===== config.mk =====
export PLATFORM = sky130hd
export DESIGN_NAME = sha1_hash_engine_flat
export DESIGN_NICKNAME = d
export VERILOG_FILES = /design/src/sha1_pkg.sv /design/src/sha1_if.sv /design/src/sha1_hash_engine.sv /design/src/flat_wrapper.sv
export SDC_FILE = /design/constraint.sdc
export NUM_CORES = 2
export LEC_CHECK = 0
export ABC_AREA = 1
export BUFFER_PORTS_ARGS = -buffer_cell sky130_fd_sc_hd__buf_4
export CAP_MARGIN = 20
export CORE_ASPECT_RATIO = 0.6
export CORE_MARGIN = 8
export CORE_UTILIZATION = 28
export DETAILED_ROUTE_END_ITERATION = 16
export HOLD_SLACK_MARGIN = 0.15
export SLEW_MARGIN = 20
export SYNTH_ARGS = -nofsm -noshare
export SYNTH_HDL_FRONTEND = slang
export SYNTH_SLANG_ARGS = --single-unit

===== constraint.sdc =====
create_clock -name clk_i -period 13.55 [get_ports clk_i]
set_input_delay 2.0325 -clock clk_i [delete_from_list [all_inputs] [get_ports clk_i]]
set_output_delay 2.0325 -clock clk_i [all_outputs]
set_load 0.02 [all_outputs]

===== src/sha1_pkg.sv =====
`timescale 1ns / 1ps
// ----------------------------------------------------------------------------
// SHA-1 package
// Shared widths, constants, state encoding and round helpers for the SHA-1
// hashing engine and its channel interfaces.
// ----------------------------------------------------------------------------
package sha1_pkg;

  localparam int unsigned WordW   = 32;
  localparam int unsigned CountW  = 3;
  localparam int unsigned IndexW  = 3;
  localparam int unsigned RoundW  = 7;
  localparam int unsigned FillW   = 6;
  localparam int unsigned Rounds  = 80;

  localparam logic [CountW-1:0] MaxBytes   = 3'd4;
  localparam logic [IndexW-1:0] LastIndex  = 3'd4;
  localparam logic [FillW-1:0]  LenFill    = 6'd56;
  localparam logic [7:0]        PadByte    = 8'h80;

  // Initial chaining value, word A at index 0.
  localparam logic [4:0][WordW-1:0] InitVec = {
    32'hC3D2E1F0, 32'h10325476, 32'h98BADCFE, 32'hEFCDAB89, 32'h67452301
  };

  localparam logic [WordW-1:0] K0 = 32'h5A827999;
  localparam logic [WordW-1:0] K1 = 32'h6ED9EBA1;
  localparam logic [WordW-1:0] K2 = 32'h8F1BBCDC;
  localparam logic [WordW-1:0] K3 = 32'hCA62C1D6;

  typedef enum logic [6:0] {
    ST_IDLE   = 7'b0000001,
    ST_ABSORB = 7'b0000010,
    ST_PAD    = 7'b0000100,
    ST_ZERO   = 7'b0001000,
    ST_ROUND  = 7'b0010000,
    ST_FOLD   = 7'b0100000,
    ST_OUT    = 7'b1000000
  } state_e;

  typedef logic [4:0][WordW-1:0] chain_t;

  function automatic logic [WordW-1:0] rotl(input logic [WordW-1:0] x,
                                            input int unsigned n);
    return (x << n) | (x >> (WordW - n));
  endfunction

  // Boolean function of the round group.
  function automatic logic [WordW-1:0] round_f(input logic [RoundW-1:0] t,
                                               input logic [WordW-1:0] b,
                                               input logic [WordW-1:0] c,
                                               input logic [WordW-1:0] d);
    logic [WordW-1:0] f;
    if (t < 7'd20) begin
      f = (b & c) | (~b & d);
    end else if (t < 7'd40) begin
      f = b ^ c ^ d;
    end else if (t < 7'd60) begin
      f = (b & c) | (b & d) | (c & d);
    end else begin
      f = b ^ c ^ d;
    end
    return f;
  endfunction

  function automatic logic [WordW-1:0] round_k(input logic [RoundW-1:0] t);
    logic [WordW-1:0] k;
    if (t < 7'd20) begin
      k = K0;
    end else if (t < 7'd40) begin
      k = K1;
    end else if (t < 7'd60) begin
      k = K2;
    end else begin
      k = K3;
    end
    return k;
  endfunction

endpackage


===== src/sha1_if.sv =====
`timescale 1ns / 1ps
// ----------------------------------------------------------------------------
// SHA-1 channel interfaces
// Valid/ready channels for message words in and digest words out.
// ----------------------------------------------------------------------------
interface sha1_msg_if import sha1_pkg::*; ();
  logic              valid;
  logic              ready;
  logic [WordW-1:0]  msg_word;
  logic [CountW-1:0] byte_count;
  logic              last_word;

  modport source (output valid, msg_word, byte_count, last_word, input ready);
  modport sink   (input valid, msg_word, byte_count, last_word, output ready);
endinterface

interface sha1_digest_if import sha1_pkg::*; ();
  logic              valid;
  logic              ready;
  logic [WordW-1:0]  digest_word;
  logic [IndexW-1:0] word_index;
  logic              last_digest;
  logic              status;

  modport source (output valid, digest_word, word_index, last_digest, status,
                  input ready);
  modport sink   (input valid, digest_word, word_index, last_digest, status,
                  output ready);
endinterface


===== src/sha1_hash_engine.sv =====
`timescale 1ns / 1ps
// ----------------------------------------------------------------------------
// SHA-1 hash engine
// Streaming SHA-1 hasher with one shared round unit under a small sequencer.
// ----------------------------------------------------------------------------
// The engine takes one message word per transaction on msg_i (big-endian,
// byte_count leading bytes valid, values above four treated as four) and,
// after the word marked last, returns the five digest words A to E as five
// transactions on digest_o, after which it starts a fresh message from the
// standard initial vector. After each input transaction its bytes are merged
// into the 64-byte block buffer, one buffer word or two, and no new word is
// accepted until that merge is done; whenever the block fills, the single
// round unit runs the 80 rounds one per cycle and then folds the result into
// the chaining value. On the last word the padding is written one word per
// cycle, pausing while a filled block is compressed; one or two blocks are
// compressed, and the digest words are then offered one per cycle while the
// consumer accepts them. No new message word is accepted until the final
// digest word has been taken. The status field flags a message whose bit
// length wrapped past 2^64 - 1.
// ----------------------------------------------------------------------------
module sha1_hash_engine import sha1_pkg::*; (
  input  logic          clk_i,
  input  logic          rst_ni,
  sha1_msg_if.sink      msg_i,
  sha1_digest_if.source digest_o
);

  // --------------------------------------------------------------------------
  // State
  // --------------------------------------------------------------------------
  state_e              state_q, state_d;
  state_e              ret_q, ret_d;       // where to continue after a fold
  logic [FillW-1:0]    fill_q, fill_d;     // bytes held in the current block
  logic [63:0]         bc_q, bc_d;         // message length in bits
  logic                ovf_q, ovf_d;
  logic [RoundW-1:0]   round_q, round_d;
  logic [IndexW-1:0]   out_idx_q, out_idx_d;
  chain_t              cv_q, cv_d;
  chain_t              wv_q, wv_d;         // working variables, A at index 0
  logic [CountW-1:0]   pend_cnt_q, pend_cnt_d;
  logic                pend_last_q, pend_last_d;
  logic [WordW-1:0]    pend_word_q, pend_word_d;

  // The block buffer doubles as the message schedule window: during the
  // rounds it shifts down by one word per cycle, so entry 0 is always the
  // schedule word of the current round.
  logic [WordW-1:0]    blk_q [16];

  // Buffer write port used while filling and padding.
  logic                wr_en;
  logic [3:0]          wr_idx;
  logic [3:0]          wr_be;              // bit j enables byte lane j
  logic [WordW-1:0]    wr_data;
  logic                len_wr;

  logic                start_cmp;
  state_e              cmp_ret;

  // Byte merge helpers.
  logic [1:0]          off;
  logic [CountW-1:0]   room;
  logic [CountW-1:0]   take;
  logic [CountW-1:0]   lane_end;
  logic [CountW-1:0]   rem;
  logic [CountW-1:0]   in_cnt;
  logic [FillW:0]      fill_sum;
  logic [64:0]         bc_sum;
  state_e              after_abs;

  // Round unit.
  logic [WordW-1:0]    w_next;
  logic [WordW-1:0]    t_sum;

  assign off      = fill_q[1:0];
  assign room     = MaxBytes - {1'b0, off};
  assign take     = (pend_cnt_q < room) ? pend_cnt_q : room;
  assign lane_end = {1'b0, off} + take;
  assign rem      = pend_cnt_q - take;
  assign in_cnt   = (msg_i.byte_count > MaxBytes) ? MaxBytes : msg_i.byte_count;
  assign bc_sum   = {1'b0, bc_q} + {59'd0, take, 3'b000};

  assign w_next = rotl(blk_q[13] ^ blk_q[8] ^ blk_q[2] ^ blk_q[0], 1);
  assign t_sum  = rotl(wv_q[0], 5) + round_f(round_q, wv_q[1], wv_q[2], wv_q[3])
                  + wv_q[4] + round_k(round_q) + blk_q[0];

  // --------------------------------------------------------------------------
  // Sequencer
  // --------------------------------------------------------------------------
  always_comb begin
    state_d     = state_q;
    ret_d       = ret_q;
    fill_d      = fill_q;
    bc_d        = bc_q;
    ovf_d       = ovf_q;
    round_d     = round_q;
    out_idx_d   = out_idx_q;
    cv_d        = cv_q;
    wv_d        = wv_q;
    pend_cnt_d  = pend_cnt_q;
    pend_last_d = pend_last_q;
    pend_word_d = pend_word_q;
    wr_en       = 1'b0;
    wr_idx      = fill_q[5:2];
    wr_be       = 4'b0000;
    wr_data     = '0;
    len_wr      = 1'b0;
    start_cmp   = 1'b0;
    cmp_ret     = ST_IDLE;
    fill_sum    = {1'b0, fill_q};
    after_abs   = ST_IDLE;

    unique case (state_q)
      ST_IDLE: begin
        if (msg_i.valid) begin
          pend_word_d = msg_i.msg_word;
          pend_cnt_d  = in_cnt;
          pend_last_d = msg_i.last_word;
          state_d     = ST_ABSORB;
        end
      end

      // Merge as many pending bytes as fit into the current buffer word.
      ST_ABSORB: begin
        wr_en   = 1'b1;
        wr_data = pend_word_q >> {off, 3'b000};
        for (int j = 0; j < 4; j++) begin
          wr_be[j] = (3'(j) >= {1'b0, off}) && (3'(j) < lane_end);
        end
        fill_sum    = {1'b0, fill_q} + {4'd0, take};
        bc_d        = bc_sum[63:0];
        ovf_d       = ovf_q | bc_sum[64];
        pend_word_d = pend_word_q << {take, 3'b000};
        pend_cnt_d  = rem;
        if (rem != '0) begin
          after_abs = ST_ABSORB;
        end else if (pend_last_q) begin
          after_abs = ST_PAD;
        end else begin
          after_abs = ST_IDLE;
        end
        if (fill_sum[FillW]) begin
          fill_d    = '0;
          start_cmp = 1'b1;
          cmp_ret   = after_abs;
        end else begin
          fill_d  = fill_sum[FillW-1:0];
          state_d = after_abs;
        end
      end

      // Marker byte, with zeros in the remaining lanes of its word.
      ST_PAD: begin
        wr_en   = 1'b1;
        wr_data = {PadByte, 24'd0} >> {off, 3'b000};
        for (int j = 0; j < 4; j++) begin
          wr_be[j] = (2'(j) >= off);
        end
        fill_sum = {1'b0, fill_q[5:2], 2'b00} + 7'd4;
        if (fill_sum[FillW]) begin
          fill_d    = '0;
          start_cmp = 1'b1;
          cmp_ret   = ST_ZERO;
        end else begin
          fill_d  = fill_sum[FillW-1:0];
          state_d = ST_ZERO;
        end
      end

      // Zero fill up to byte 56, then the bit length closes the last block.
      ST_ZERO: begin
        if (fill_q == LenFill) begin
          len_wr    = 1'b1;
          fill_d    = '0;
          start_cmp = 1'b1;
          cmp_ret   = ST_OUT;
        end else begin
          wr_en    = 1'b1;
          wr_be    = 4'b1111;
          fill_sum = {1'b0, fill_q} + 7'd4;
          if (fill_sum[FillW]) begin
            fill_d    = '0;
            start_cmp = 1'b1;
            cmp_ret   = ST_ZERO;
          end else begin
            fill_d = fill_sum[FillW-1:0];
          end
        end
      end

      ST_ROUND: begin
        wv_d[4] = wv_q[3];
        wv_d[3] = wv_q[2];
        wv_d[2] = rotl(wv_q[1], 30);
        wv_d[1] = wv_q[0];
        wv_d[0] = t_sum;
        round_d = round_q + 7'd1;
        if (round_q == RoundW'(Rounds - 1)) begin
          state_d = ST_FOLD;
        end
      end

      ST_FOLD: begin
        for (int i = 0; i < 5; i++) begin
          cv_d[i] = cv_q[i] + wv_q[i];
        end
        out_idx_d = '0;
        state_d   = ret_q;
      end

      ST_OUT: begin
        if (digest_o.ready) begin
          if (out_idx_q == LastIndex) begin
            cv_d      = InitVec;
            bc_d      = '0;
            ovf_d     = 1'b0;
            out_idx_d = '0;
            state_d   = ST_IDLE;
          end else begin
            out_idx_d = out_idx_q + 3'd1;
          end
        end
      end

      default: begin
        state_d = ST_IDLE;
      end
    endcase

    // Entering a compression loads the working variables from the chain.
    if (start_cmp) begin
      wv_d    = cv_q;
      round_d = '0;
      ret_d   = cmp_ret;
      state_d = ST_ROUND;
    end
  end

  // --------------------------------------------------------------------------
  // Registers
  // --------------------------------------------------------------------------
  always_ff @(posedge clk_i or negedge rst_ni) begin
    if (!rst_ni) begin
      state_q     <= ST_IDLE;
      ret_q       <= ST_IDLE;
      fill_q      <= '0;
      bc_q        <= '0;
      ovf_q       <= 1'b0;
      round_q     <= '0;
      out_idx_q   <= '0;
      cv_q        <= InitVec;
      pend_cnt_q  <= '0;
      pend_last_q <= 1'b0;
    end else begin
      state_q     <= state_d;
      ret_q       <= ret_d;
      fill_q      <= fill_d;
      bc_q        <= bc_d;
      ovf_q       <= ovf_d;
      round_q     <= round_d;
      out_idx_q   <= out_idx_d;
      cv_q        <= cv_d;
      pend_cnt_q  <= pend_cnt_d;
      pend_last_q <= pend_last_d;
    end
  end

  always_ff @(posedge clk_i) begin
    wv_q        <= wv_d;
    pend_word_q <= pend_word_d;
  end

  always_ff @(posedge clk_i) begin
    if (state_q == ST_ROUND) begin
      for (int i = 0; i < 15; i++) begin
        blk_q[i] <= blk_q[i+1];
      end
      blk_q[15] <= w_next;
    end else begin
      if (wr_en) begin
        for (int j = 0; j < 4; j++) begin
          if (wr_be[j]) begin
            blk_q[wr_idx][31-8*j -: 8] <= wr_data[31-8*j -: 8];
          end
        end
      end
      if (len_wr) begin
        blk_q[14] <= bc_q[63:32];
        blk_q[15] <= bc_q[31:0];
      end
    end
  end

  // --------------------------------------------------------------------------
  // Channel outputs
  // --------------------------------------------------------------------------
  assign msg_i.ready          = (state_q == ST_IDLE);
  assign digest_o.valid       = (state_q == ST_OUT);
  assign digest_o.digest_word = cv_q[out_idx_q];
  assign digest_o.word_index  = out_idx_q;
  assign digest_o.last_digest = (out_idx_q == LastIndex);
  assign digest_o.status      = ovf_q;

  // --------------------------------------------------------------------------
  // Assertions
  // --------------------------------------------------------------------------
  // The engine never takes a word while a digest is still on offer.
  a_no_overlap: assert property (@(posedge clk_i) disable iff (!rst_ni)
    !(msg_i.ready && digest_o.valid))
    else $error("message accepted while digest pending");

  // Every compression starts on a block boundary.
  a_round_fill: assert property (@(posedge clk_i) disable iff (!rst_ni)
    (state_q == ST_ROUND) |-> (fill_q == '0))
    else $error("compression running with a partly filled block");

  // Taking the fifth digest word restarts the message state.
  a_restart: assert property (@(posedge clk_i) disable iff (!rst_ni)
    (digest_o.valid && digest_o.ready && out_idx_q == LastIndex) |=>
      (state_q == ST_IDLE && bc_q == '0 && !ovf_q && cv_q == InitVec))
    else $error("engine not restarted after the digest");

  // A fold follows only the final round.
  a_fold_entry: assert property (@(posedge clk_i) disable iff (!rst_ni)
    (state_q == ST_FOLD) |-> ($past(state_q) == ST_ROUND &&
                              $past(round_q) == RoundW'(Rounds - 1)))
    else $error("fold entered before the last round");

endmodule

===== src/flat_wrapper.sv =====
// flat-port wrapper written by rule: the top's interface ports become plain ports
module sha1_hash_engine_flat import sha1_pkg::*;
  (clk_i, rst_ni, msg_i_valid, msg_i_msg_word, msg_i_byte_count, msg_i_last_word, msg_i_ready, digest_o_valid, digest_o_digest_word, digest_o_word_index, digest_o_last_digest, digest_o_status, digest_o_ready);
  sha1_msg_if msg_i_i ();
  sha1_digest_if digest_o_i ();
  input  logic clk_i;
  input  logic rst_ni;
  input wire logic [$bits(msg_i_i.valid)-1:0] msg_i_valid;
  input wire logic [$bits(msg_i_i.msg_word)-1:0] msg_i_msg_word;
  input wire logic [$bits(msg_i_i.byte_count)-1:0] msg_i_byte_count;
  input wire logic [$bits(msg_i_i.last_word)-1:0] msg_i_last_word;
  output wire logic [$bits(msg_i_i.ready)-1:0] msg_i_ready;
  output wire logic [$bits(digest_o_i.valid)-1:0] digest_o_valid;
  output wire logic [$bits(digest_o_i.digest_word)-1:0] digest_o_digest_word;
  output wire logic [$bits(digest_o_i.word_index)-1:0] digest_o_word_index;
  output wire logic [$bits(digest_o_i.last_digest)-1:0] digest_o_last_digest;
  output wire logic [$bits(digest_o_i.status)-1:0] digest_o_status;
  input wire logic [$bits(digest_o_i.ready)-1:0] digest_o_ready;
  assign msg_i_i.valid = msg_i_valid;
  assign msg_i_i.msg_word = msg_i_msg_word;
  assign msg_i_i.byte_count = msg_i_byte_count;
  assign msg_i_i.last_word = msg_i_last_word;
  assign msg_i_ready = msg_i_i.ready;
  assign digest_o_valid = digest_o_i.valid;
  assign digest_o_digest_word = digest_o_i.digest_word;
  assign digest_o_word_index = digest_o_i.word_index;
  assign digest_o_last_digest = digest_o_i.last_digest;
  assign digest_o_status = digest_o_i.status;
  assign digest_o_i.ready = digest_o_ready;
  sha1_hash_engine u_core (.clk_i(clk_i), .rst_ni(rst_ni), .msg_i(msg_i_i), .digest_o(digest_o_i));
endmodule

# Yosys cells after proc, flatten, opt, wreduce, memory -nomap -nowiden
# Memory sizes are Yosys's and may differ from the RTL's.
# Index checks and enable logic that the tools add are counted.
dict set report word_totals {
  register_bits 451
  wordCells 203
  memories 1
  inputBits 40
  ram_bits 512
}
dict set report classes {
  n_eq_ne 20
  shift 3
  reduce_logical 17
  bitwise_logic 19
  mux 88
  n_lt_le_gt_ge 17
  add_sub_neg 18
}
# name depth width read_ports rd_clocked_by_memory_dff write_ports line_no
set mem_list {}
lappend mem_list {u_core.blk_q 16 32 16 0 16 sha1_hash_engine.sv:47} ;# logic [WordW-1:0] blk_q [16];
# cell n
set ops {}
lappend ops {{2-to-1 mux 160 bit} 4}
lappend ops {{2-to-1 mux 32 bit} 10}
lappend ops {{case mux 160 bit (2 select lines)} 1}
lappend ops {{adder 32 bit} 9}
lappend ops {{XOR 32 bit} 5}
lappend ops {{AND 32 bit} 4}
lappend ops {{2-to-1 mux 64 bit} 2}
lappend ops {{case mux 32 bit (2 select lines)} 2}
lappend ops {{case mux 64 bit (2 select lines)} 1}
lappend ops {{binary-select mux 32 bit (select 3 bit)} 1}
lappend ops {{bitwise OR 32 bit} 3}
lappend ops {{2-to-1 mux 7 bit} 12}
lappend ops {{adder 64 x 6 -> 65 bit} 1}
lappend ops {{case mux 7 bit (7 select lines)} 1}
lappend ops {{NOT 32 bit} 1}
lappend ops {{bitwise OR 32 x 1 -> 32 bit} 1}
lappend ops {{bitwise OR 32 x 30 -> 32 bit} 1}
lappend ops {{bitwise OR 32 x 5 -> 32 bit} 1}
lappend ops {{OR reduction 32 bit} 1}
lappend ops {{<< shifter 32 x 6 -> 32 bit} 1}
lappend ops {{right shift 32 x 5 -> 32 bit} 1}
lappend ops {{right shift 32 x 5 -> 32 bit, first input constant} 1}
lappend ops {{2-to-1 mux 31 bit} 1}
lappend ops {{2-to-1 mux 1 bit} 30}
lappend ops {{46 further kinds} 87}

# Longest topological paths before layout
dict set report logic_depth {
  depth_word 13
  depth_mapped 29
}

# Worst setup path before layout
# No wires, ideal clock.
dict set report synth_path {
  path_kind {register -> register}
  start {register u_core.fill_q[1]}
  end {register u_core.wv_q[0] (netlist name), enable pin}
  period_less_slack_ns 7.190
  path_stages_with_launch 21
  n_path_buf 5
  slack_ns 6.360
  t_required_ns 13.037
  arrival_ns 6.677
  cell_sequence {dfrtp_1 buf_2 inv_2 buf_2 ha_1 inv_1 ha_1 a21oi_1 nand2_1 o21ai_2 buf_2 ha_1 fa_1 nand2_1 a211oi_2 nand2_1 nand3_1 buf_4 buf_4 nor2_1 inv_1}
}
dict set report synth_via {
  elab_chain_cells 7
  word_cells_on_any_way 11
  classes_between {3 x add/sub; 1 x order compare; 1 x eq/ne; 5 x mux; 1 x reduce/logical}
}
# item line_no
set synth_rtl {}
lappend synth_rtl {{start: declaration} sha1_hash_engine.sv:33} ;# logic [FillW-1:0] fill_q, fill_d;
lappend synth_rtl {{start signal: assignment} sha1_hash_engine.sv:256} ;# fill_q <= fill_d;
lappend synth_rtl {{subtractor 3 x 2 -> 3 bit} sha1_hash_engine.sv:75} ;# assign room = MaxBytes - {1'b0, off};
lappend synth_rtl {{< comparator 3 bit} sha1_hash_engine.sv:76} ;# assign take = (pend_cnt_q < room) ? pend_cnt_q : room;
lappend synth_rtl {{2-to-1 mux 3 bit} sha1_hash_engine.sv:76}
lappend synth_rtl {{adder 6 x 3 -> 7 bit} sha1_hash_engine.sv:129} ;# fill_sum = {1'b0, fill_q} + {4'd0, take};
lappend synth_rtl {{2-to-1 mux 1 bit} sha1_hash_engine.sv:141} ;# if (fill_sum[FillW]) begin
lappend synth_rtl {{case mux 1 bit (3 select lines) *} sha1_hash_engine.sv:112} ;# unique case (state_q)
lappend synth_rtl {{nonzero test 2 bit (no source line) *} -}
lappend synth_rtl {{end signal: assignment} sha1_hash_engine.sv:268} ;# wv_q <= wv_d;
lappend synth_rtl {{end: declaration} sha1_hash_engine.sv:39} ;# chain_t wv_q, wv_d;
# Mark *: on every way between the ends. The rest lies on a longest branch, timed or not.
# A chain may end at the register's enable or synchronous reset.

==> key figures <==
Worst setup path
  – Startpoint Class: register
  – Setup slack, reg-to-reg: 6.85 ns
  – R2r endpoint: u_core.wv_q[25]$_DFFE_PP_
  – Worst reg2reg path startpoint: u_core.round_q[3]$_DFFE_PN0P_
  – CP required: 14.03 ns
  – Critical path endpoint category: register
  – CP max FO: 37
  – CP startpoint: u_core.round_q[3]$_DFFE_PN0P_
  – Critical path endpoint: u_core.wv_q[25]$_DFFE_PP_
  – Crit path kind: register to register
  – CP arrival: 7.18 ns
  – Reg2Reg Depth: 26

GRT
  – GRT Overall Usage: 0.207
  – Initial antenna violation count: 4
  – Global-route wire length before repair: 370000 um
  – Grt ovf: 0
  – Largest net degree at the start of global routing: 122
  – Vias in the first global route: 51300

Yosys
  – Synth Instances: 8039
  – EDFF count, synth: 704
  – Post-Synth XOR/XNOR Area: 0.0259
  – Post-synthesis mux area share: 0
  – Avg Inst Size Synth: 7.86 sq um
  – Synth cell types: 61
  – Seq/Total Area, Yosys: 0.437
  – Post-Syn Area: 0.0632 sq mm
  – Post-synthesis simple-gate area fraction: 0.259
  – Post-Synth Adder-Cell Area: 0.0880
  – Synth Warn #: 0
  – Post-synth ARST share: 0.265
  – Synth Area in Compound Gates: 0.112
  – Main combinational cell family by area after synthesis: simple AND/OR/NAND/NOR gates
  – Seq cells post-synth: 958
  – Mapped Nets: 8447
  – Main flop type after synthesis: edfxtp_1

Detailed routing
  – Via density: 5.23
  – Via Count: 58100
  – Post-Route WL: 261000 um
  – # DRC: 0
  – Post-DR wirelength/cell: 23.5 um
  – Routed Antenna Nets: 0
  – Drt pass-1 iters: 7
  – DR iter-0 viols: 7884

Floorplan
  – Die Area: 0.242 sq mm
  – Die Wd: 629 um
  – Ports: 79
  – Core footprint: 0.225 sq mm
  – Row count: 135
  – Initial Utilization: 0.281
  – Die Y: 384 um

Flow run
  – Max Cap Viol: 0

Finish
  – Fill count: 23900
  – Most frequent cells in the layout: 2638 x nand2_1, 928 x inv_1, 704 x edfxtp_1
  – Nets: 8430
  – Area of the multi-input gates: 0.0307 sq mm
  – Synth-to-Final Area Change: 11.3%
  – Final Non-Filler Cells: 11100
  – Share of cells above drive strength 1: 0.0637
  – Util after Layout: 0.312
  – Final instance area: 0.0703 sq mm
  – Most common cell after layout, fill and taps aside: nand2_1
  – FF/Latch Area: 0.0276 sq mm

Clock tree
  – Postcts setup bufs: 0
  – CTS tree: yes
  – Post-cts sizing count: 0
  – Clock Sinks: 958
  – Worst-Skew Late Latency: 0.76 ns
  – H-tree depth: 3
  – Clock transition at path regs: 0.06 ns
  – Total CTS buffers: 101
  – Root buf cell: clkbuf_16
  – Post-CTS Hold Fix Bufs: 0
  – Max Root-Sink Buffers: 3

Placed design
  – Placed cell areas: 0.0668 sq mm
  – HPWL after detailed placement: 202000 um
  – Dpl cells: 10900
  – DP Worst Slack: 6.97 ns
  – IO Port Bufs: 78
  – Routability Congestion: 1.03

STA
  – Slack of the critical path: 6.85 ns
  – Max Clock Skew: 0.0544 ns
  – Setup TNS Final: 0 ns
  – RSZ-0062 raised after global routing: no
  – # setup viols final: 0
  – Final Max Tran Viols: 0
  – Fmax: 149 MHz
  – Worst-Margin Slew: 1.22 ns
  – Final Cycle Share: 0.494
  – Final hold violation count: 0
  – Final Critical Period: 6.70 ns
  – Max-slew headroom: 0.183

Min path
  – Worst hold start: u_core.blk_q[7][23]$_DFFE_PP_
  – Min-Delay Path Class: register to register

Run status
  – Status: completed

Pwr
  – PD cells: 133 mW/mm^2
  – VDD IR-drop max: 0.102 mV
  – P_leak: 31.4 nW
[Yosys cell counts (3+ instances only)]
cell / n / area share
xor2_1: 67 / 0.0093
nor3_1: 99 / 0.0078
buf_2: 99 / 0.0078
dfstp_2: 82 / 0.034
a31oi_1: 6 / 0.00059
a21o_1: 12 / 0.0014
dfrtp_1: 172 / 0.068
nand2_1: 2640 / 0.16
nor3_2: 10 / 0.0016
and3_1: 4 / 0.00040
inv_1: 933 / 0.055
nor2_1: 514 / 0.031
o21ai_0: 680 / 0.054
a22o_1: 9 / 0.0012
nor4_1: 9 / 0.00089
fa_1: 127 / 0.040
buf_1: 14 / 0.00083
nor2_2: 8 / 0.00079
o21a_1: 3 / 0.00036
buf_6: 12 / 0.0021
inv_2: 23 / 0.0014
a22oi_1: 19 / 0.0023
nand3_1: 491 / 0.039
buf_4: 16 / 0.0019
nand2_2: 31 / 0.0031
ha_1: 241 / 0.048
o31ai_1: 9 / 0.0011
o21bai_1: 31 / 0.0037
o211ai_1: 12 / 0.0014
o221ai_1: 11 / 0.0015
or2_2: 18 / 0.0018
nand2_4: 11 / 0.0020
edfxtp_1: 704 / 0.33
o22ai_1: 64 / 0.0063
a21oi_1: 343 / 0.027
and2_1: 15 / 0.0015
nand4_1: 83 / 0.0082
nand3b_1: 25 / 0.0030
o21ai_2: 3 / 0.00042
clkbuf_1: 127 / 0.0075
nor3b_1: 4 / 0.00048
xnor2_1: 120 / 0.017
o21ai_1: 116 / 0.0092
[where the power goes]
group,internal [W],switching [W],total [W]
clock,0.00164,0.00135,0.00300
sequential,0.00342,0.000212,0.00363
combinational,0.000646,0.00205,0.00270
[per-stage QoR]
step,total power (W),hold slack [ns]
5_1_grt,0.00969,0.499
2_1_floorplan,0.00524,0.448
3_5_place_dp,0.00627,0.470
6_report,0.00932,0.492
4_1_cts,0.00926,0.481
3_3_place_gp,0.00624,0.459
[state kept, by name, summed over array words and instances (netlist names)]
name,cells
u_core.blk_q,512
u_core.cv_q,160
u_core.wv_q,160
u_core.bc_q,61
u_core.pend_word_q,32
u_core.round_q,7
u_core.state_q,7
u_core.fill_q,6
u_core.ret_q,5
u_core.digest_o.word_index,3
u_core.pend_cnt_q,3
u_core.digest_o.status,1
u_core.pend_last_q,1
[per-layer routing]
layer	part of all wire	track usage	vias up	wire, um
met5	0.000027	0	-	7
met4	0.020	0.0409	2	5330
met3	0.16	0.0922	280	41700
met2	0.35	0.249	3384	90600
met1	0.47	0.326	28100	123000
li1	-	-	26400	-
[worst max-delay path, stage by stage, from the launching register on]
cell and delay [ns]:
dfrtp_1 0.45, nand2_1 0.14, nand3_1 0.49, nand2_1 0.23
buf_4 0.45, inv_2 0.09, nor2_1 0.23, inv_2 0.13
buf_4 0.27, o22ai_1 0.17, a21oi_1 0.08, fa_1 0.52
inv_1 0.05, fa_1 0.49, fa_1 0.40, inv_1 0.07
ha_1 0.20, inv_1 0.10, fa_1 0.49, o21ai_0 0.57
nand2_1 0.10, nand2_1 0.19, nand3_1 0.14, nand3_1 0.11
nand2_1 0.05, nand3_1 0.07, o21ai_0 0.09
[logic make-up after synthesis]
| kind of cell | count (synthesis) |
|---|---|
| xor+xnor | 187 |
| compound gates | 1328 |
| simple gates | 3968 |
| flops | 958 |
| buf+inv | 1230 |
| fa+ha+maj | 368 |
[worst min path at each step]
| stage | cells past startpoint | end | slack (ns) |
|---|---|---|---|
| after floorplan | 2 | u_core.ret_q[0]$_DFFE_PN1P_ | 0.45 |
| after global placement | 2 | u_core.ret_q[0]$_DFFE_PN1P_ | 0.46 |
| after detailed placement | 2 | u_core.ret_q[3]$_DFFE_PN0P_ | 0.47 |
| after CTS | 2 | u_core.blk_q[6][20]$_DFFE_PP_ | 0.48 |
| after global routing | 2 | u_core.ret_q[0]$_DFFE_PN1P_ | 0.50 |
| final | 2 | u_core.blk_q[6][23]$_DFFE_PP_ | 0.49 |
[cell type report]
| type | instances | area share |
|---|---|---|
| diodes | 5 | 0.000178 |
| clock buffers | 117 | 0.0369 |
| clock inverters | 70 | 0.0123 |
| inverters | 961 | 0.0515 |
| multi-input cells | 5851 | 0.437 |
| flip-flops and latches | 958 | 0.393 |
| well taps | 3014 | 0.0536 |
| repair buffers | 149 | 0.0162 |
Note: power is estimated with default switching activity, not from simulation.
